<file path="config.mk">
export PLATFORM = sky130hd
export DESIGN_NAME = ofp_div
export DESIGN_NICKNAME = d
export VERILOG_FILES = /design/src/design/orthogonal_forward_projector_unit_defines.svh /design/src/design/ofp_pkg.sv /design/src/design/ofp_div.sv
export SDC_FILE = /design/constraint.sdc
export NUM_CORES = 2
export LEC_CHECK = 0
export ABC_AREA = 1
export BUFFER_PORTS_ARGS = -buffer_cell sky130_fd_sc_hd__buf_2
export CAP_MARGIN = 10
export CORE_MARGIN = 3
export CORE_UTILIZATION = 60
export CTS_CLUSTER_DIAMETER = 100
export DETAILED_ROUTE_END_ITERATION = 6
export PLACE_DENSITY = 0.76
export SYNTH_ARGS = -nofsm -noshare
export SYNTH_HDL_FRONTEND = slang
export SYNTH_SLANG_ARGS = --single-unit
</file>
<file path="constraint.sdc">
create_clock -name clk_i -period 9.4 [get_ports clk_i]
set_clock_uncertainty 0.15 [all_clocks]
set_input_delay 0.94 -clock clk_i [delete_from_list [all_inputs] [get_ports clk_i]]
set_output_delay 0.94 -clock clk_i [all_outputs]
set_load 0.05 [all_outputs]
</file>
<file path="src/design/orthogonal_forward_projector_unit_defines.svh">
`ifndef ORTHOGONAL_FORWARD_PROJECTOR_UNIT_DEFINES_SVH
`define ORTHOGONAL_FORWARD_PROJECTOR_UNIT_DEFINES_SVH

// Property must hold at every clock edge outside reset.
`define OFP_ASSERT(lbl, prop, msg) \
  lbl: assert property (@(posedge clk_i) disable iff (!rst_ni) prop) \
    else $error(msg);

// Condition must never be seen outside reset.
`define OFP_NEVER(lbl, cond, msg) \
  lbl: assert property (@(posedge clk_i) disable iff (!rst_ni) !(cond)) \
    else $error(msg);

`endif

</file>
<file path="src/design/ofp_pkg.sv">
`timescale 1ns / 1ps

package ofp_pkg;

  localparam int MAX_X_DEF = 32;
  localparam int MAX_Y_DEF = 32;
  localparam int MAX_Z_DEF = 32;

  localparam int COEF_W   = 32;
  localparam int PITCH_W  = 31;
  localparam int SUM_W    = 48;
  localparam int VOX_W    = 32;
  localparam int SIZE_W   = 6;
  localparam int ORIG_W   = 16;
  localparam int COORD_W  = 17;
  localparam int Q_W      = 17;
  localparam int RAD_W    = 2 * Q_W;
  localparam int REM_W    = Q_W + 4;
  localparam int DIV_LAT  = Q_W;
  localparam int SQRT_LAT = Q_W;
  localparam int CFG_IDX_W = 3;
  localparam int CFG_DAT_W = 16;

  localparam logic [Q_W-1:0] ONE_Q16 = Q_W'(65536);

  typedef enum logic [1:0] {
    OP_LOAD_OUT = 2'd0,
    OP_LOAD_IN  = 2'd1,
    OP_EVENT    = 2'd2
  } op_e;

  typedef enum logic [CFG_IDX_W-1:0] {
    REG_SIZE_X   = 3'd0,
    REG_SIZE_Y   = 3'd1,
    REG_SIZE_Z   = 3'd2,
    REG_ORIGIN_X = 3'd3,
    REG_ORIGIN_Y = 3'd4,
    REG_ORIGIN_Z = 3'd5
  } reg_e;

endpackage

</file>
<file path="src/design/ofp_div.sv">
`timescale 1ns / 1ps

module ofp_div import ofp_pkg::*; (
  input  logic               clk_i,
  input  logic [PITCH_W-1:0] num_i,
  input  logic [PITCH_W-1:0] den_i,
  output logic [Q_W-1:0]     quo_o
);

  logic [PITCH_W-1:0] rem_q [DIV_LAT];
  logic [Q_W-1:0]     quo_q [DIV_LAT];

  for (genvar i = 0; i < DIV_LAT; i++) begin : g_stage
    logic [PITCH_W:0]   r2;
    logic [PITCH_W:0]   diff;
    logic [Q_W-1:0]     quo_in;
    logic               bit_set;

    if (i == 0) begin : g_first
      assign r2     = {1'b0, num_i};
      assign quo_in = '0;
    end else begin : g_next
      assign r2     = {rem_q[i-1], 1'b0};
      assign quo_in = quo_q[i-1];
    end

    assign diff    = r2 - {1'b0, den_i};
    assign bit_set = r2 >= {1'b0, den_i};

    always_ff @(posedge clk_i) begin
      quo_q[i] <= {quo_in[Q_W-2:0], bit_set};
    end

    if (i < DIV_LAT - 1) begin : g_rem
      always_ff @(posedge clk_i) begin
        rem_q[i] <= bit_set ? diff[PITCH_W-1:0] : r2[PITCH_W-1:0];
      end
    end
  end

  assign quo_o = quo_q[DIV_LAT-1];

endmodule

</file>
### Word-level counts from Yosys, hierarchy flattened

Memory sizes are Yosys's and may differ from the RTL's.
Index checks and enable logic that the tools add are counted.

| word-level totals | value |
|---|---|
| register bits after elaboration | 0 |
| bits in latches | 0 |
| RAM bits | 816 |
| bits in read-only memories | 0 |
| input port bits | 63 |
| output and inout bits | 17 |
| logic and storage cells | 51 |
| memories kept | 2 |

| cells by class | value |
|---|---|
| add/subtract/negate cells | 16 |
| multipliers | 0 |
| divide/modulo/power cells | 0 |
| order comparisons | 17 |
| eq/ne operators | 0 |
| shift operators | 0 |
| mux-type cells | 16 |
| bitwise gates (word level) | 0 |
| reductions and logical operators | 0 |

Memory list:

| name | depth | width | rd ports | clocked after Yosys merged registers in | wr ports | RTL line | text |
|---|---|---|---|---|---|---|---|
| rem_q | 17 | 31 | 16 | 0 | 16 | ofp_div.sv:10 | `logic [PITCH_W-1:0] rem_q [DIV_LAT];` |
| quo_q | 17 | 17 | 17 | 0 | 17 | ofp_div.sv:11 | `logic [Q_W-1:0] quo_q [DIV_LAT];` |

Operators with widths:

| kind | count |
|---|---|
| 32-bit by 31-bit >= comparator with 1-bit output | 16 |
| 31-bit 2-to-1 mux | 16 |
| 31-bit subtractor | 16 |
| 31-bit >= comparator | 1 |

### Longest topological paths before layout

An unclocked memory read counts as a cell.

| depth | value |
|---|---|
| depth after elaboration | 3 |
| depth in mapped cells | 17 |
| mapped depth without buffers | 15 |

### Least setup slack after synthesis

Ideal clock, no wire load.

| timing | value |
|---|---|
| kind | input to register |
| start point | input port den_i[0] |
| end point | memory rem_q[9][26] (netlist: rem_q[0][305]) |
| library setup time | 113 ps |
| arrival time | 4,259 ps |
| required time | 9,137 ps |
| setup slack | 4,878 ps |
| cell stages on the path | 17 |
| buffers on the path | 4 |
| path through | clkinv_1 > buf_2 > buf_2 > clkbuf_1 > fa_1 > nand3_1 > nand3_1 > nand2_1 > nand2_1 > nand2_1 > nand3_1 > nand2_1 > nand2_2 > inv_2 > buf_4 > nand2_1 > nand2_1 |

RTL lines:

| element | RTL line | text |
|---|---|---|
| start, declared | ofp_div.sv:6 | `input logic [PITCH_W-1:0] den_i,` |
| end, declared | ofp_div.sv:10 |  |

==> flow_metrics.tcl <==
set metrics [dict create \
    setup_viol 0 \
    hold_viol_final 0 \
    hold_end "quo_q[3][12]" \
    post_cts_buffers 0 \
    h-tree-depth 3 \
    wirelength_um 201000 \
    die-area_sq_mm 0.0998 \
    setup-tns-final_ns 0 \
    wire_per_inst_um 17.3 \
    io_pins 80 \
    cellLeakagePower_nw 38.4 \
    crit_top_cell "nand2_1" \
    power_density_mw_per_mm2 384 \
    synth-seq-area-share_pct 22.6 \
    nFillCells 9406 \
    rsz0062_at_grt "no" \
    drive_gt1_share_pct 3.23 \
    slew_violations 0 \
    rows 113 \
    cpPeakStageDelay_ns 0.67 \
    nNetsFinal 10913 \
    cts_num_sinks 649 \
    synth_compound_area_share_pct 3.38 \
    r2r_slack_ns 5.93 \
    cp_data_required_time_ns 9.80 \
    worstMarginPinSlew_ns 1.15 \
    synth_top_flop_cell "dfxtp_1" \
    fin_ws_ns 5.04 \
    synth_fa_ha_area_share_pct 12.0 \
    route.vias.total 62019 \
    r2r-start "rem_q[0][204]" \
    max_cap_violations 0 \
    place.gp.congestion 1.02 \
    internal_power_mw 11.1 \
    fp.dieW_um 316 \
    fmax_mhz 229 \
    die_y_um 316 \
    syn-num-nets 10830 \
    crit_path_start_kind "input port" \
    fin_crit_ns 4.36 \
    drt_iter0_markers 6902 \
    synth_xor_area_share_pct 3.65 \
    switchingPower_mw 12.6 \
    areaGrowthSynthToFinish_pct 7.62 \
    drtAntennaViolNets 0 \
    yosysWarnings 0 \
    relSlewSlack_pct 23.2 \
    p_seq_share_pct 23.3 \
    critical_path_class "input port to flip-flop" \
    p_sw_share_pct 53.2 \
    critPathSlowestCell "inv_1" \
    finalCritPeriodShare_pct 46.4 \
    synth-edff-count 0 \
    rr_worst_depth 12 \
    synth_top_family_by_area "simple AND/OR/NAND/NOR gates" \
    clock_latency_ns 0.66 \
    cts-resized-gates 0 \
    cts_root_buf "clkbuf_16" \
    r2r_end "rem_q[0][240]" \
    cts_tree "built" \
    regArea_sq_mm 0.0130 \
    grt_usage_pct 39.1 \
    synth-simple-area-share_pct 45.0 \
    muxShareOfSynthArea_pct 0 \
    place_hpwl_um 153000 \
    cts_buffers 77 \
    io_buffers 79 \
    synthDistinctLibCells 36 \
    hold_class "flip-flop to flip-flop" \
    endpoint_kind "flip-flop" \
    p_comb_share_pct 62.6 \
    synth.avg_cell_area_sq_um 5.63 \
    multiInputGateArea_sq_mm 0.0369 \
    via_per_inst 5.33 \
    grt_pass1_wl_um 304000 \
    grt_pass1_vias 55979 \
    start_util_pct 60.5 \
    hold_depth 0 \
    clkTransAtPathRegs_ns 0.06 \
    synth_cells 10225 \
    critPathMaxFanout 46 \
    pre_cts_ws_ns 4.45 \
    drc_errors 0 \
    clock_path_buffers 3 \
    p_clk_share_pct 14.1 \
    worst_ep_arrival_time_ns 4.76 \
    grt_max_degree 47 \
    ctsHoldBuffers 0 \
    ir_worst_vdd_mv 0.382 \
    path_cells "buf_2 -> inv_4 -> buf_4 -> fa_1 -> nand3_1 -> nand3_2 -> nand2_1 -> nand2_1 -> nand2_1 -> nand3_1 -> nand2_1 -> nand2_2 -> inv_1 -> nand2_1 -> nand2_1" \
    antenna_found_initial 5 \
    drtPass1Iterations 7 \
    core_sq_mm 0.0952 \
    outcome "finished, final reports clean" \
    async_flop_share_pct 0 \
    ys_seq_elements 649 \
    hold_start "quo_q[2][62]" \
    synthesis.area_sq_mm 0.0576 \
    grt.overflow.total 0 \
]
==> cell usage after synthesis, drive strengths merged, types with 32 or more instances <==
cell | number | area share, %
a21oi | 278 | 2.4
and2 | 75 | 0.81
buf | 102 | 1.1
dfxtp | 649 | 23
ha | 526 | 11
inv | 1891 | 12
nand2 | 4730 | 31
nand3 | 694 | 6.1
nand3b | 60 | 0.78
nand4 | 100 | 1.1
nor2 | 693 | 4.6
nor3 | 33 | 0.32
o21ai | 32 | 0.28
o21bai | 48 | 0.63
xor2 | 239 | 3.6
==> power by group through the flow <==
stage	clock, mW	combinational, mW	sequential [mW]
finish	3.35	14.9	5.54
floorplan	0	11.1	4.87
global placement	0	14.2	5.52
global route	3.49	16.8	5.55
CTS	3.38	14.6	5.46
detailed placement	0	14.4	5.49
==> worst max-delay path by stage <==
stage | start | end | slack (ns) | cells past startpoint
5_1_grt | den_i[0] | rem_q[0][236] | 4.75 | 15
3_3_place_gp | den_i[0] | rem_q[0][241] | 4.65 | 15
6_report | den_i[0] | rem_q[0][220] | 5.04 | 15
2_1_floorplan | den_i[0] | rem_q[0][305] | 4.88 | 17
3_5_place_dp | den_i[0] | rem_q[0][220] | 4.45 | 15
4_1_cts | den_i[0] | rem_q[0][220] | 5.14 | 15
==> per-layer routing <==
metal	track usage (%)	wire [um]	up-vias
met2	59.6	83300	2791
met3	7.03	21200	552
met1	53.0	85800	27597
li1	-	-	31067
met4	19.3	10900	12
met5	0	80	-
==> layout by cell type (no fill, tap or decap), drive strengths merged, types with 2 or more instances in the layout <==
cell type,n
nand2,4730
inv,1899
nand3,694
nor2,693
dfxtp,649
ha,526
a21oi,278
xor2,239
buf,108
nand4,100
clkbuf,95
and2,75
nand3b,60
o21bai,48
nor3,33
o21ai,32
clkinv,29
or2,24
fa,16
bufinv,14
and3,13
clkinvlp,6
o21a,2
==> metrics by stage <==
step	power, mW	instance area (sq um)	hold WS (ns)	std cells	util [%]
finish	23.8	62000	0.162	11634	65.2
global route	25.8	62000	0.166	11633	65.2
CTS	23.4	62000	0.162	11633	65.2
detailed placement	19.9	59200	0.162	11494	62.2
global placement	19.7	59200	0.159	11494	62.2
floorplan	16.0	57600	0.160	10225	-
==> sequential cells by signal, summed over array words and instances, names as in the netlist <==
| register | flops |
|---|---|
| rem_q | 496 |
| quo_q | 153 |
==> layout make-up <==
class | count | share of cell area, %
antenna | 1 | 0.00404
clock buffer | 95 | 3.43
clock inverter | 44 | 1.10
inverter | 1904 | 11.5
multi-input combinational | 7568 | 59.4
sequential | 649 | 21.0
tap | 1265 | 2.55
timing repair buffer | 108 | 0.989
==> critical path: cells and delay by family <==
| family | cells | cell delay [ns] |
|---|---|---|
| adder cells (fa/ha/maj) | 1 | 0.36 |
| buffers and inverters | 4 | 1.94 |
| AND/OR/NAND/NOR | 10 | 1.47 |
==> cell families (layout without fill, tap and decap cells) <==
| kind of cell | Yosys count | count (layout) |
|---|---|---|
| compound gates | 363 | 363 |
| xor+xnor | 240 | 240 |
| fa+ha+maj | 542 | 542 |
| buf+inv | 2008 | 2151 |
| flops | 649 | 649 |
| other cells | 0 | 1 |
| simple gates | 6423 | 6423 |
Power figures use the tool's default switching activity.
