File: src/design/orthogonal_forward_projector_unit_defines.svh
`ifndef ORTHOGONAL_FORWARD_PROJECTOR_UNIT_DEFINES_SVH
`define ORTHOGONAL_FORWARD_PROJECTOR_UNIT_DEFINES_SVH

// Property must hold at every clock edge outside reset.
`define OFP_ASSERT(lbl, prop, msg) \
  lbl: assert property (@(posedge clk_i) disable iff (!rst_ni) prop) \
    else $error(msg);

// Condition must never be seen outside reset.
`define OFP_NEVER(lbl, cond, msg) \
  lbl: assert property (@(posedge clk_i) disable iff (!rst_ni) !(cond)) \
    else $error(msg);

`endif

File: src/design/ofp_pkg.sv
`timescale 1ns / 1ps

package ofp_pkg;

  localparam int MAX_X_DEF = 32;
  localparam int MAX_Y_DEF = 32;
  localparam int MAX_Z_DEF = 32;

  localparam int COEF_W   = 32;
  localparam int PITCH_W  = 31;
  localparam int SUM_W    = 48;
  localparam int VOX_W    = 32;
  localparam int SIZE_W   = 6;
  localparam int ORIG_W   = 16;
  localparam int COORD_W  = 17;
  localparam int Q_W      = 17;
  localparam int RAD_W    = 2 * Q_W;
  localparam int REM_W    = Q_W + 4;
  localparam int DIV_LAT  = Q_W;
  localparam int SQRT_LAT = Q_W;
  localparam int CFG_IDX_W = 3;
  localparam int CFG_DAT_W = 16;

  localparam logic [Q_W-1:0] ONE_Q16 = Q_W'(65536);

  typedef enum logic [1:0] {
    OP_LOAD_OUT = 2'd0,
    OP_LOAD_IN  = 2'd1,
    OP_EVENT    = 2'd2
  } op_e;

  typedef enum logic [CFG_IDX_W-1:0] {
    REG_SIZE_X   = 3'd0,
    REG_SIZE_Y   = 3'd1,
    REG_SIZE_Z   = 3'd2,
    REG_ORIGIN_X = 3'd3,
    REG_ORIGIN_Y = 3'd4,
    REG_ORIGIN_Z = 3'd5
  } reg_e;

endpackage

File: src/design/ofp_sqrt.sv
`timescale 1ns / 1ps

module ofp_sqrt import ofp_pkg::*; (
  input  logic             clk_i,
  input  logic [RAD_W-1:0] rad_i,
  output logic [Q_W-1:0]   root_o
);

  logic [RAD_W-1:0] rad_q  [SQRT_LAT];
  logic [REM_W-1:0] rem_q  [SQRT_LAT];
  logic [Q_W-1:0]   root_q [SQRT_LAT];

  for (genvar i = 0; i < SQRT_LAT; i++) begin : g_stage
    localparam int P = SQRT_LAT - 1 - i;
    logic [RAD_W-1:0] rad_in;
    logic [REM_W-1:0] rem_in;
    logic [Q_W-1:0]   root_in;
    logic [REM_W-1:0] rem_sh;
    logic [REM_W-1:0] trial;

    if (i == 0) begin : g_first
      assign rad_in  = rad_i;
      assign rem_in  = '0;
      assign root_in = '0;
    end else begin : g_next
      assign rad_in  = rad_q[i-1];
      assign rem_in  = rem_q[i-1];
      assign root_in = root_q[i-1];
    end

    assign rem_sh = {rem_in[REM_W-3:0], rad_in[2*P+1 -: 2]};
    assign trial  = REM_W'({root_in, 2'b01});

    always_ff @(posedge clk_i) begin
      root_q[i] <= {root_in[Q_W-2:0], rem_sh >= trial};
    end

    if (i < SQRT_LAT - 1) begin : g_carry
      always_ff @(posedge clk_i) begin
        rad_q[i] <= rad_in;
        rem_q[i] <= (rem_sh >= trial) ? rem_sh - trial : rem_sh;
      end
    end
  end

  assign root_o = root_q[SQRT_LAT-1];

endmodule
File: config.mk
export PLATFORM = sky130hd
export DESIGN_NAME = ofp_sqrt
export DESIGN_NICKNAME = d
export VERILOG_FILES = /design/src/design/orthogonal_forward_projector_unit_defines.svh /design/src/design/ofp_pkg.sv /design/src/design/ofp_sqrt.sv
export SDC_FILE = /design/constraint.sdc
export NUM_CORES = 1
export LEC_CHECK = 0
export ABC_AREA = 1
export BUFFER_PORTS_ARGS = -buffer_cell sky130_fd_sc_hd__buf_4
export CORE_MARGIN = 4
export CORE_UTILIZATION = 50
export DETAILED_ROUTE_END_ITERATION = 10
export PLACE_DENSITY = 0.66
export RECOVER_POWER = 25
export SYNTH_ARGS = -nofsm -noshare
export SYNTH_HDL_FRONTEND = slang
export SYNTH_SLANG_ARGS = --single-unit
File: constraint.sdc
create_clock -name clk_i -period 5.25 [get_ports clk_i]
set_input_delay 0.7875 -clock clk_i [delete_from_list [all_inputs] [get_ports clk_i]]
set_output_delay 0.7875 -clock clk_i [all_outputs]
set_load 0.01 [all_outputs]
# Word-level counts from Yosys, hierarchy flattened
# Memories as Yosys holds them, arrays and structs flattened.
# Index checks and enable logic that the tools add are counted.
[word_totals]
input_bits = 35
n_memories = 3
mem_bits_ro = 0
mem_bits_rw = 1224
latchBits = 0
register_bits = 0
[classes]
addsub = 16
n_eq_ne = 0
bitwise_logic = 0
n_lt_le_gt_ge = 17
reduce_logical = 0
div_mod_pow = 0
n_mul = 0
n_shift = 0
muxes = 16
[memory_table]
columns = ["name", "words", "word_bits", "read_ports", "rd_clocked_by_memory_dff", "write_ports", "line", "source"]
rows = [
  ["rad_q", 17, 34, 16, 0, 16, "ofp_sqrt.sv:9", "logic [RAD_W-1:0] rad_q [SQRT_LAT];"],
  ["rem_q", 17, 21, 16, 0, 16, "ofp_sqrt.sv:10", "logic [REM_W-1:0] rem_q [SQRT_LAT];"],
  ["root_q", 17, 17, 17, 0, 17, "ofp_sqrt.sv:11", "logic [Q_W-1:0] root_q [SQRT_LAT];"],
]
[ops]
columns = ["cell", "n"]
rows = [
  ["21-bit by 19-bit greater-or-equal comparator with 1-bit output", 16],
  ["21-bit two-way mux", 16],
  ["21-bit by 19-bit subtractor with 21-bit output", 15],
  ["2-bit by 1-bit subtractor with 3-bit output, second input constant", 1],
  ["2-bit by 1-bit greater-or-equal comparator with 1-bit output, second input constant", 1],
]

# Longest topological paths before layout
# Gate-level depths: netlist of the first run.
# An unclocked memory read counts as a cell.
[logic_depth]
ltp_word = 3
mapped_depth = 14

# Worst setup path after synthesis of the first run
# Ideal clock, no wire load.
[synth_path]
kind = "reg2reg"
start = "mem root_q[0][0]"
end = "mem rem_q[0][38] (netlist name)"
arrival_ns = 1.680
path_slack_ns = 3.439
t_required_ns = 5.119
period_less_slack_ns = 1.811
path_stages_with_launch = 10
path_buffers = 1
path_cell_list = "dfxtp_1 inv_1 ha_1 a21oi_1 nand2_1 nor2_1 ha_1 and2_1 clkbuf_1 o21ai_0"
[synth_rtl]
columns = ["item", "line"]
rows = [
  ["start: declaration", "ofp_sqrt.sv:11"],
  ["end: declaration", "ofp_sqrt.sv:10"],
]

==> run summary, run 1 <==
The die covers 64,000 um2. The floorplan step defined a core boundary enclosing 59,200 um2. The cell sitting at the root of the clock tree is a sky130_fd_sc_hd__clkbuf_16. By area the synthesized netlist is led by sky130_fd_sc_hd__dfxtp_1 (47%), sky130_fd_sc_hd__nand2_1 (16%), sky130_fd_sc_hd__inv_1 (7.8%), sky130_fd_sc_hd__ha_1 (7.1%), sky130_fd_sc_hd__nor2_1 (4.2%).

The share of async-settable or async-resettable flops after synthesis was 0; the leakage power summed over all cells was 18.0 nW. The worst-case IR drop observed on VDD is 0.000280 V. The worst hold path begins at rad_i[28]. The row count came out at 89. Data on the critical path arrives at its endpoint at 2980 ps. The ratio of cells with drive above 1 in the final layout works out to 0.0631. When the netlist entered floorplanning its net count stood at 4,190. Among all stages on the critical path, the largest delay is contributed by sky130_fd_sc_hd__nand2_1.

Of all cell types, the one taking the most synthesized area is sky130_fd_sc_hd__dfxtp_1. For this design the ratio of total power to cell area is 486 nW/um2. Setup repair after global routing left no endpoint under its margin.

The synthesized cell area was 30,000 um2; the switching power of the nets was 0.00543 W. The worst path meets setup with 2800 ps of slack. The tools report the via count of the routed design as 23,500. The tools report the initial antenna violation count as 1. The maximum cell stage delay along the critical path is 550 ps. Routability-driven placement finished with a final weighted congestion of 0.912.

The layout overhead on the synthesized area was 12.0%. In this design, the largest share of critical-path delay is due to simple AND/OR/NAND/NOR gates. The run finished with clean final reports. Dividing the synthesized area by the synthesized cell count gives 7.53 um2. In this run, synthesis inferred 0 flip-flops with an integrated enable.

Number of distinct standard cells referenced by the synthesized netlist: 43. The worst setup path is captured at a flip-flop. The most used flip-flop cell after synthesis is sky130_fd_sc_hd__dfxtp_1. The proportion of power drawn by the clock network was 0.318; the slew at the pin closest to its max-slew limit was 874 ps. Counting along the longest clock path gives a buffer depth of 3.

After clock tree synthesis, the clock-pin slew on the worst setup and hold paths is 60 ps. The signal on the critical path passes through inv_1 -> ha_1 -> nand2_1 -> nor2_1 -> nand4_1 -> o21ai_2 -> inv_1 -> nand2_1 -> nand3_1 -> nand2_1. Setup violations remaining at the end of the flow were counted as 0. Gates resized during post-CTS repair numbered 0.

Number of pins exceeding their max-slew limit in the final report: 0. The tools report the number of violations of the max-capacitance limit as 0. Using the TritonRoute via totals, the vias-per-cell ratio works out to 4.80. Total iterations of the first detailed-routing run: 5. The count of nets left with antenna violations once routing finished came out at 0.

The finished cells cover 33,600 um2. The share of the synthesized area in the top cell type came out at 0.472. The setup path with the least slack is of type reg2reg.

The run gives 3 as the total number of H-tree levels. The number of DRC markers after the initial detailed-route iteration came out at 1,355. After detailed routing, the number of remaining DRC violations is 0.

For the final database, setup skew stands at 34.3 ps. The die outline height was 253 um; the number of primary I/O pins was 52. In this design, the critical path's most frequently occurring cell is sky130_fd_sc_hd__nand2_1.

The Yosys step of the flow raised 0 warnings. Synthesis inferred 707 register bits. The first-pass GRT wire length is 108,000 um. The critical path launch point type was a flip-flop. The total wirelength of the detailed-routed design was 65,700 um; the number of nets in the finished design was 4,283. Entering global routing, the biggest net connects 26 pins. The clock period could shrink to 2450 ps. The switching fraction of total power works out to 0.332. The worst register-to-register path begins at root_q[12][0]$_DFF_P_.

The die boundary width was 253 um. In this run the post-CTS setup repair buffer count came out at 0. The worst slew margin relative to its limit came out at 0.417. In this run the worst setup path begins at root_q[12][0]$_DFF_P_.

In this run the cell area measured after placement is 31,100 um2. The final antenna diode count is 0. For the effective utilization at floorplan, the log shows 0.506.

The buffering stage count on the worst path with inverters included came out at 2. Timing would allow up to 408 MHz. The tools report the clock sink count as 707.

The tools report the remaining global-route overflow as 0. For the portion of the post-synthesis area used by sequential elements, the log shows 0.472. During placement, the flow inserted port buffers numbering 51. The portion of total power attributed to combinational logic was 0.250. The portion of the clock cycle consumed by the worst path in the final layout was 0.467; the clock buffer count from CTS was 71. Number of global-route vias before repair: 22,300.

Path type of the worst min-delay path: in2reg. The power share of the sequential group was 0.432; the final count of hold timing violations was 0. The cell internal power dissipation came out at 0.0109 W. The setup slack at placement was 2840 ps; the count of hold-fix buffers inserted at cts was 0. In the final routed layout, each cell accounts on average for 13.4 um.

Overall track demand over capacity in global routing: 0.206. The maximum fanout along the worst path is 20. TritonCTS built the clock tree.

Once detailed placement completed, the half-perimeter wirelength came to 51,200 um. The logs give 3,984 for the count of mapped cells out of synthesis and 5780 ps for the critical path required time. The later pin in the worst-skew pair is clocked with a latency of 620 ps. Setup total negative slack on the finished layout was measured at 0 ps.
## per-stage QoR
step                       util  cells  hold WS (ps)  power, W
final                     0.567   4907           289    0.0163
after global routing      0.567   4907           257    0.0174
after CTS                 0.567   4907           226    0.0165
after detailed placement  0.525   4777           312    0.0112
after global placement    0.525   4777           310    0.0112
after floorplan               -   3984           310    0.0101
## state kept, by name (all words and copies together) (netlist names)
name,cells
rem_q,282
rad_q,272
root_q,153
## cell families after synthesis
| group | count (synthesis) | synth area share |
|---|---|---|
| AO/OA/AOI/OAI | 289 | 0.0534 |
| XOR/XNOR | 115 | 0.0336 |
| adder cells (fa/ha/maj) | 171 | 0.0713 |
| buffers and inverters | 674 | 0.0877 |
| flip-flops | 707 | 0.472 |
| other | 1 | 0.000125 |
| AND/OR/NAND/NOR | 2027 | 0.282 |
## layer usage
layer | track usage | vias to the layer above | routed length, um
li1 | - | 12500 | -
met1 | 0.264 | 10500 | 29500
met2 | 0.362 | 455 | 31600
met3 | 0.0331 | 115 | 2940
met4 | 0.0582 | 0 | 1660
met5 | 0 | - | 0
## cells in the mapped netlist, types with 2 or more instances
master	number
sky130_fd_sc_hd__buf_2	16
sky130_fd_sc_hd__buf_6	6
sky130_fd_sc_hd__inv_1	625
sky130_fd_sc_hd__buf_4	9
sky130_fd_sc_hd__o21a_1	2
sky130_fd_sc_hd__nand4_1	50
sky130_fd_sc_hd__xnor2_1	42
sky130_fd_sc_hd__nor2_1	337
sky130_fd_sc_hd__nand3_1	228
sky130_fd_sc_hd__a21o_1	2
sky130_fd_sc_hd__nand2_4	2
sky130_fd_sc_hd__nor3_1	33
sky130_fd_sc_hd__nor3b_1	2
sky130_fd_sc_hd__o21ai_2	8
sky130_fd_sc_hd__inv_2	17
sky130_fd_sc_hd__ha_1	171
sky130_fd_sc_hd__nor4_1	3
sky130_fd_sc_hd__or2_0	2
sky130_fd_sc_hd__nand2_2	16
sky130_fd_sc_hd__nand3b_1	34
sky130_fd_sc_hd__o21ai_0	78
sky130_fd_sc_hd__or2_2	9
sky130_fd_sc_hd__a21oi_2	9
sky130_fd_sc_hd__a21boi_0	4
sky130_fd_sc_hd__o21bai_1	6
sky130_fd_sc_hd__xor2_1	73
sky130_fd_sc_hd__nand3_2	5
sky130_fd_sc_hd__a21oi_4	3
sky130_fd_sc_hd__o2111ai_1	2
sky130_fd_sc_hd__and2_1	6
sky130_fd_sc_hd__and3_1	2
sky130_fd_sc_hd__nand3_4	2
sky130_fd_sc_hd__o21ai_1	39
sky130_fd_sc_hd__nor2_4	6
sky130_fd_sc_hd__nor2_2	8
sky130_fd_sc_hd__dfxtp_1	707
sky130_fd_sc_hd__nand2_1	1278
sky130_fd_sc_hd__a21oi_1	134
sky130_fd_sc_hd__nor3_2	4
## cell type report
| type | instances | area [um2] |
|---|---|---|
| timing repair buffer | 52 | 387 |
| sequential | 707 | 14200 |
| clock inverter | 32 | 413 |
| tap | 773 | 967 |
| fill | 5628 | 25600 |
| multi-input combinational | 2603 | 13200 |
| inverter | 642 | 2410 |
| clock buffer | 98 | 2060 |
## power by group through the flow
stage | combinational (W) | sequential [W] | clock, W
CTS | 0.00410 | 0.00707 | 0.00534
global placement | 0.00404 | 0.00719 | 0
global route | 0.00471 | 0.00716 | 0.00556
floorplan | 0.00319 | 0.00688 | 0
detailed placement | 0.00407 | 0.00718 | 0
finish | 0.00408 | 0.00707 | 0.00519
## worst register-to-register path, stage by stage (launching register included)
cell and delay [ps]:
sky130_fd_sc_hd__dfxtp_1 390, sky130_fd_sc_hd__inv_1 60, sky130_fd_sc_hd__ha_1 380, sky130_fd_sc_hd__nand2_1 100
sky130_fd_sc_hd__nor2_1 200, sky130_fd_sc_hd__nand4_1 150, sky130_fd_sc_hd__o21ai_2 210, sky130_fd_sc_hd__inv_1 60
sky130_fd_sc_hd__nand2_1 550, sky130_fd_sc_hd__nand3_1 150, sky130_fd_sc_hd__nand2_1 130
## layout by cell type (no fill, tap or decap), types with 3 or more instances in the layout
master,netlist,final
sky130_fd_sc_hd__xnor2_1,42,42
sky130_fd_sc_hd__nand2_1,1278,1278
sky130_fd_sc_hd__o21ai_0,78,78
sky130_fd_sc_hd__nor3_1,33,33
sky130_fd_sc_hd__inv_2,17,17
sky130_fd_sc_hd__nor4_1,3,3
sky130_fd_sc_hd__nor2_2,8,8
sky130_fd_sc_hd__and2_1,6,6
sky130_fd_sc_hd__clkbuf_8,0,16
sky130_fd_sc_hd__nor2_4,6,6
sky130_fd_sc_hd__inv_1,625,625
sky130_fd_sc_hd__clkbuf_1,1,11
sky130_fd_sc_hd__or2_2,9,9
sky130_fd_sc_hd__o21ai_1,39,39
sky130_fd_sc_hd__a21oi_1,134,134
sky130_fd_sc_hd__nor2_1,337,337
sky130_fd_sc_hd__nand3b_1,34,34
sky130_fd_sc_hd__clkbuf_4,0,31
sky130_fd_sc_hd__bufinv_16,0,7
sky130_fd_sc_hd__xor2_1,73,73
sky130_fd_sc_hd__clkbuf_16,0,72
sky130_fd_sc_hd__a21oi_2,9,9
sky130_fd_sc_hd__clkinv_8,0,5
sky130_fd_sc_hd__o21bai_1,6,6
sky130_fd_sc_hd__nand4_1,50,50
sky130_fd_sc_hd__buf_4,9,20
sky130_fd_sc_hd__clkinv_2,0,14
sky130_fd_sc_hd__a21oi_4,3,3
sky130_fd_sc_hd__nand2_2,16,16
sky130_fd_sc_hd__inv_6,0,3
sky130_fd_sc_hd__ha_1,171,171
sky130_fd_sc_hd__o21ai_2,8,8
sky130_fd_sc_hd__a21boi_0,4,4
sky130_fd_sc_hd__nand3_2,5,5
sky130_fd_sc_hd__nor3_2,4,4
sky130_fd_sc_hd__nand3_1,228,228
sky130_fd_sc_hd__dfxtp_1,707,707
## path summary, 6_finish.rpt
path | end | depth (start not counted) | slack (ps)
worst max-delay path | rem_q[0][285]$_DFF_P_ | 10 | 2800
worst min-delay path | rad_q[0][28]$_DFF_P_ | 1 | 290
worst max register to register | rem_q[0][285]$_DFF_P_ | 10 | 2800
worst min register to register | rad_q[0][189]$_DFF_P_ | 0 | 310
Power figures use the tool's default switching activity.
==> run 2, diff against run 1 <==
Settings changed: ABC_AREA 1 to 0.
Clock period 5.25 ns to 2.6 ns, I/O delays scaled along.
==> run 2 against run 1 <==
Hold slack improved by 32 ps. Sequential power grew 98%. Register-to-register slack worse by 2700 ps. Clock skew decreased by 13 ps. Via count down 27%. Die area decreased by 14%. Power is 83% higher. Non-clock buffer count is 110 higher. Routed wire length is 27% lower. Critical path depth is 1 lower. Synthesized area fell by 15%. Critical path type unchanged. Largest cell class unchanged.
==> run summary, run 2 <==
The die outline height was 234 um (was 253 um); the cell area power density was 982 nW/um2 (was 486 nW/um2). The arrival time at the worst endpoint was 2990 ps (was 2980 ps); the last weighted congestion value of the routability-driven placer was 0.879 (was 0.912). The die area came out at 54,800 um2 (was 64,000 um2). Leading post-synthesis cells by cell area: sky130_fd_sc_hd__dfxtp_1 (55%), sky130_fd_sc_hd__ha_1 (8.4%), sky130_fd_sc_hd__xor2_1 (3.5%), sky130_fd_sc_hd__xnor2_1 (3.5%), sky130_fd_sc_hd__inv_1 (3.3%) (was sky130_fd_sc_hd__dfxtp_1 (47%), sky130_fd_sc_hd__nand2_1 (16%), sky130_fd_sc_hd__inv_1 (7.8%), sky130_fd_sc_hd__ha_1 (7.1%), sky130_fd_sc_hd__nor2_1 (4.2%)). The run gives 707 (unchanged) as the clock sink count. The total wirelength of the detailed-routed design is 47,900 um (was 65,700 um), and the synthesized cell area is 25,600 um2 (was 30,000 um2). The run gives 0.172 (was 0.250) as the portion of total power attributed to combinational logic. The portion of the clock cycle consumed by the worst path in the final layout is 0.963 (was 0.467), and the count of port buffers added during placement is 51 (unchanged).

The worst slew margin relative to its limit was 0.565 (was 0.417). The global routing's busiest layer was met2 (unchanged). Kind of critical path: reg2reg (unchanged). The run gives 0 (unchanged) as the remaining global-route overflow. The number of pins exceeding their max-slew limit in the final report was 0 (unchanged).

The tools report the maximum vdd ir drop as 0.000748 V (was 0.000280 V). The path type of the worst min-delay path was reg2reg (was in2reg). The tools report the worst-case clock buffer depth as 3 (unchanged).

The synthesized netlist net count came out at 2,652 (was 4,190). The most frequently used cell type in the post-synthesis netlist was sky130_fd_sc_hd__dfxtp_1 (was sky130_fd_sc_hd__nand2_1). The tools report the root buffer cell as sky130_fd_sc_hd__clkbuf_16 (unchanged). Total iterations of the first detailed-routing run: 6 (was 5).

Number of global-route vias before repair: 16,800 (was 22,300). The overall track demand over capacity in global routing came out at 0.174 (was 0.206). The portion of the post-synthesis area used by sequential elements is 0.554 (was 0.472), and the clock-pin slew on the worst setup and hold paths is 60 ps (about the same). Detailed-route DRC error count: 0 (unchanged). Switching power of the nets: 0.00812 W (was 0.00543 W).

The most used flip-flop cell after synthesis was sky130_fd_sc_hd__dfxtp_1 (unchanged). The post-detailed-route via-to-cell ratio is 5.08 (was 4.80). For the total power after layout, the log shows 0.0300 W (was 0.0163 W). The number of antenna-violating nets in the routed design was 0 (unchanged). The total cell area at the placement stage is 27,200 um2 (was 31,100 um2), and the first-pass GRT wire length is 79,600 um (was 108,000 um). The tools report the final count of hold timing violations as 0 (unchanged). Number of violations of the max-capacitance limit: 0 (unchanged). The fraction of met1 tracks used by global routing was 0.234 (was 0.264). The final setup violation count was 0 (unchanged). Top cell type by total area after synthesis: sky130_fd_sc_hd__dfxtp_1 (unchanged). The ratio of cells with drive above 1 in the final layout was 0.128 (was 0.0631); the number of storage elements in the synthesis netlist was 707 (unchanged). The share of async-settable or async-resettable flops after synthesis was 0 (unchanged). The minimum clock period after layout is 2500 ps (was 2450 ps), and the leakage power summed over all cells is 14.3 nW (was 18.0 nW). Post-synth top cells: sky130_fd_sc_hd__dfxtp_1 (707), sky130_fd_sc_hd__inv_1 (224), sky130_fd_sc_hd__ha_1 (171) (was sky130_fd_sc_hd__nand2_1 (1,278), sky130_fd_sc_hd__dfxtp_1 (707), sky130_fd_sc_hd__inv_1 (625)). The tools report the via count of the routed design as 17,200 (was 23,500). The share of the synthesized area in the top cell type came out at 0.554 (was 0.472). The logs give 82 (was 89) for the row count and 610 ps (was 620 ps) for the clock network latency to the later pin of the worst-skew pair. Final clock skew: 20.9 ps (was 34.3 ps). TritonCTS built the clock tree. The die boundary width is 234 um (was 253 um), and the number of flip-flops in the largest register is 282 (unchanged). The met3 track utilization from global routing was 0.0323 (was 0.0331); the average footprint of a synthesized cell was 10.4 um2 (was 7.53 um2). The wire length per cell after detailed routing works out to 14.2 um (was 13.4 um). For the share of the core filled with cells, the log shows 0.605 (was 0.567). For the number of DRC markers after the initial detailed-route iteration, the log shows 919 (was 1,355). The tools report the highest achievable clock rate as 399 MHz (was 408 MHz).

The cell internal power dissipation is 0.0218 W (was 0.0109 W), and the number of warnings printed during yosys synthesis is 0 (unchanged). The critical path required time is 3080 ps (was 5780 ps), and the slew at the pin closest to its max-slew limit is 636 ps (was 874 ps). Top register by number of flip-flops: rem_q (unchanged).

The logs give 72 (was 71) for the clock buffer count from CTS and 0.466 (was 0.432) for the power share of the sequential group. The setup slack at placement was -110 ps (was 2840 ps); the smallest setup slack after layout was 95.5 ps (was 2800 ps). Met2 routing resource usage after global routing: 0.285 (was 0.362). Largest regs: rem_q x282, rad_q x272, root_q x153 (unchanged). Fill cell total of the finished layout: 4,065 (was 5,628).

The switching fraction of total power was 0.271 (was 0.332); the number of primary I/O pins was 52 (unchanged). The number of distinct standard cells referenced by the synthesized netlist was 89 (was 43); the initial antenna violation count was 0 (was 1). The run gives 30,500 um2 (was 33,600 um2) as the final instance area.

Largest net degree at the start of global routing: 25 (was 26). Layout overhead on the synthesized area: 19.3% (was 12.0%). The effective utilization at floorplan was 0.507 (was 0.506); the proportion of power drawn by the clock network was 0.362 (was 0.318).

The number of enable-type register cells in the synthesized netlist is 0 (unchanged). The most frequent standard cell in the layout excluding fill and tap cells is sky130_fd_sc_hd__dfxtp_1 (was sky130_fd_sc_hd__nand2_1). The final antenna diode count was 0 (unchanged); the total number of H-tree levels was 3 (unchanged). The endpoint kind of the worst setup timing path is a flip-flop (unchanged).

The count of mapped cells out of synthesis was 2,446 (was 3,984). The tools report the number of nets in the finished design as 2,856 (was 4,283). The run finished with clean final reports. The HPWL after detailed placement is 35,100 um (was 51,200 um). Most used cells in the layout excluding fill and tap cells: sky130_fd_sc_hd__dfxtp_1 (703), sky130_fd_sc_hd__inv_1 (224), sky130_fd_sc_hd__ha_1 (163), sky130_fd_sc_hd__nand2_1 (142), sky130_fd_sc_hd__nor2_1 (141) (was sky130_fd_sc_hd__nand2_1 (1,278), sky130_fd_sc_hd__dfxtp_1 (707), sky130_fd_sc_hd__inv_1 (625), sky130_fd_sc_hd__nor2_1 (337), sky130_fd_sc_hd__nand3_1 (228)).

The placeable core area was 50,400 um2 (was 59,200 um2). The maximum fanout along the worst path was 19 (was 20). The tools report the critical path launch point type as a flip-flop (unchanged).
-- run 2: cell count changes after synthesis, sizes merged, moves of 30 or more --
cell,before,now
a21o,2,51
inv,642,225
nand2,1296,144
nand3,235,29
nor2,351,144
nor3,37,80
o21a,2,41
xnor2,42,102
xor2,73,103
-- run 2: stage by stage --
stage	hold WS (ps)	instances	setup TNS (ps)
finish	321	3381	0
global route	325	3381	-86.4
CTS	324	3378	-2.09
detailed placement	312	3210	-135
global placement	310	3210	-106
floorplan	310	2446	0
-- run 2: final cells by class --
class                           instances  area [um2]  area share
Clock inverter                         28         479      0.0157
Tap cell                              672         841      0.0276
Multi-Input combinational cell       1482       10700       0.351
Sequential cell                       707       14200       0.464
Inverter                              225         845      0.0277
Timing Repair Buffer                  162        1340      0.0440
Clock buffer                          105        2120      0.0694
-- run 2: final timing paths --
kind	from	end	slack, ps	cells after the start
setup reg to reg	root_q[10][0]$_DFF_P_	rem_q[0][235]$_DFF_P_	100	9
hold reg to reg	rad_q[0][114]$_DFF_P_	rad_q[0][148]$_DFF_P_	320	0
hold / removal	rad_q[0][114]$_DFF_P_	rad_q[0][148]$_DFF_P_	320	0
setup / recovery	root_q[10][0]$_DFF_P_	rem_q[0][235]$_DFF_P_	100	9
-- run 2: worst max-delay path, stage by stage (launching register included) --
cell and delay, ps:
sky130_fd_sc_hd__dfxtp_1 330, sky130_fd_sc_hd__inv_1 50, sky130_fd_sc_hd__ha_1 320, sky130_fd_sc_hd__o21a_1 140, sky130_fd_sc_hd__or4_4 470, sky130_fd_sc_hd__a311oi_4 300, sky130_fd_sc_hd__o211ai_1 170, sky130_fd_sc_hd__buf_4 170
sky130_fd_sc_hd__buf_12 150, sky130_fd_sc_hd__mux2_2 270
-- run 2: kinds of logic after synthesis --
| group | count (synthesis) | share of synthesized area |
|---|---|---|
| AOI/OAI and AO/OA | 468 | 0.118 |
| xor gates and xnor gates | 205 | 0.0703 |
| adders and majority gates | 171 | 0.0837 |
| buffers and inverters | 257 | 0.0392 |
| DFF | 707 | 0.554 |
| muxes | 34 | 0.0147 |
| other | 1 | 0.000147 |
| and+or+nand+nor | 603 | 0.120 |
-- run 2: layer usage --
metal / part of all wire / wire (um)
met4: 0.023 / 1110
met3: 0.045 / 2150
met5: 0 / 0
met1: 0.47 / 22600
met2: 0.46 / 22000
-- run 2: what timing repair did --
| action | 4_1_cts | 5_1_grt |
|---|---|---|
| endpoints found under the hold margin | 35 | 0 |
| resized for setup | 5 | 54 |
| endpoints found under the setup margin | 8 | 89 |
| pin swaps | 1 | 8 |
| hold buffers | 35 | 0 |
| buffers inserted | 0 | 3 |
-- run 2: power by group through the flow --
stage	registers, W	clock network [W]	logic (W)
floorplan	0.0137	0	0.00379
global placement	0.0141	0	0.00478
detailed placement	0.0142	0	0.00492
CTS	0.0140	0.0112	0.00500
global route	0.0142	0.0116	0.00580
finish	0.0140	0.0108	0.00516
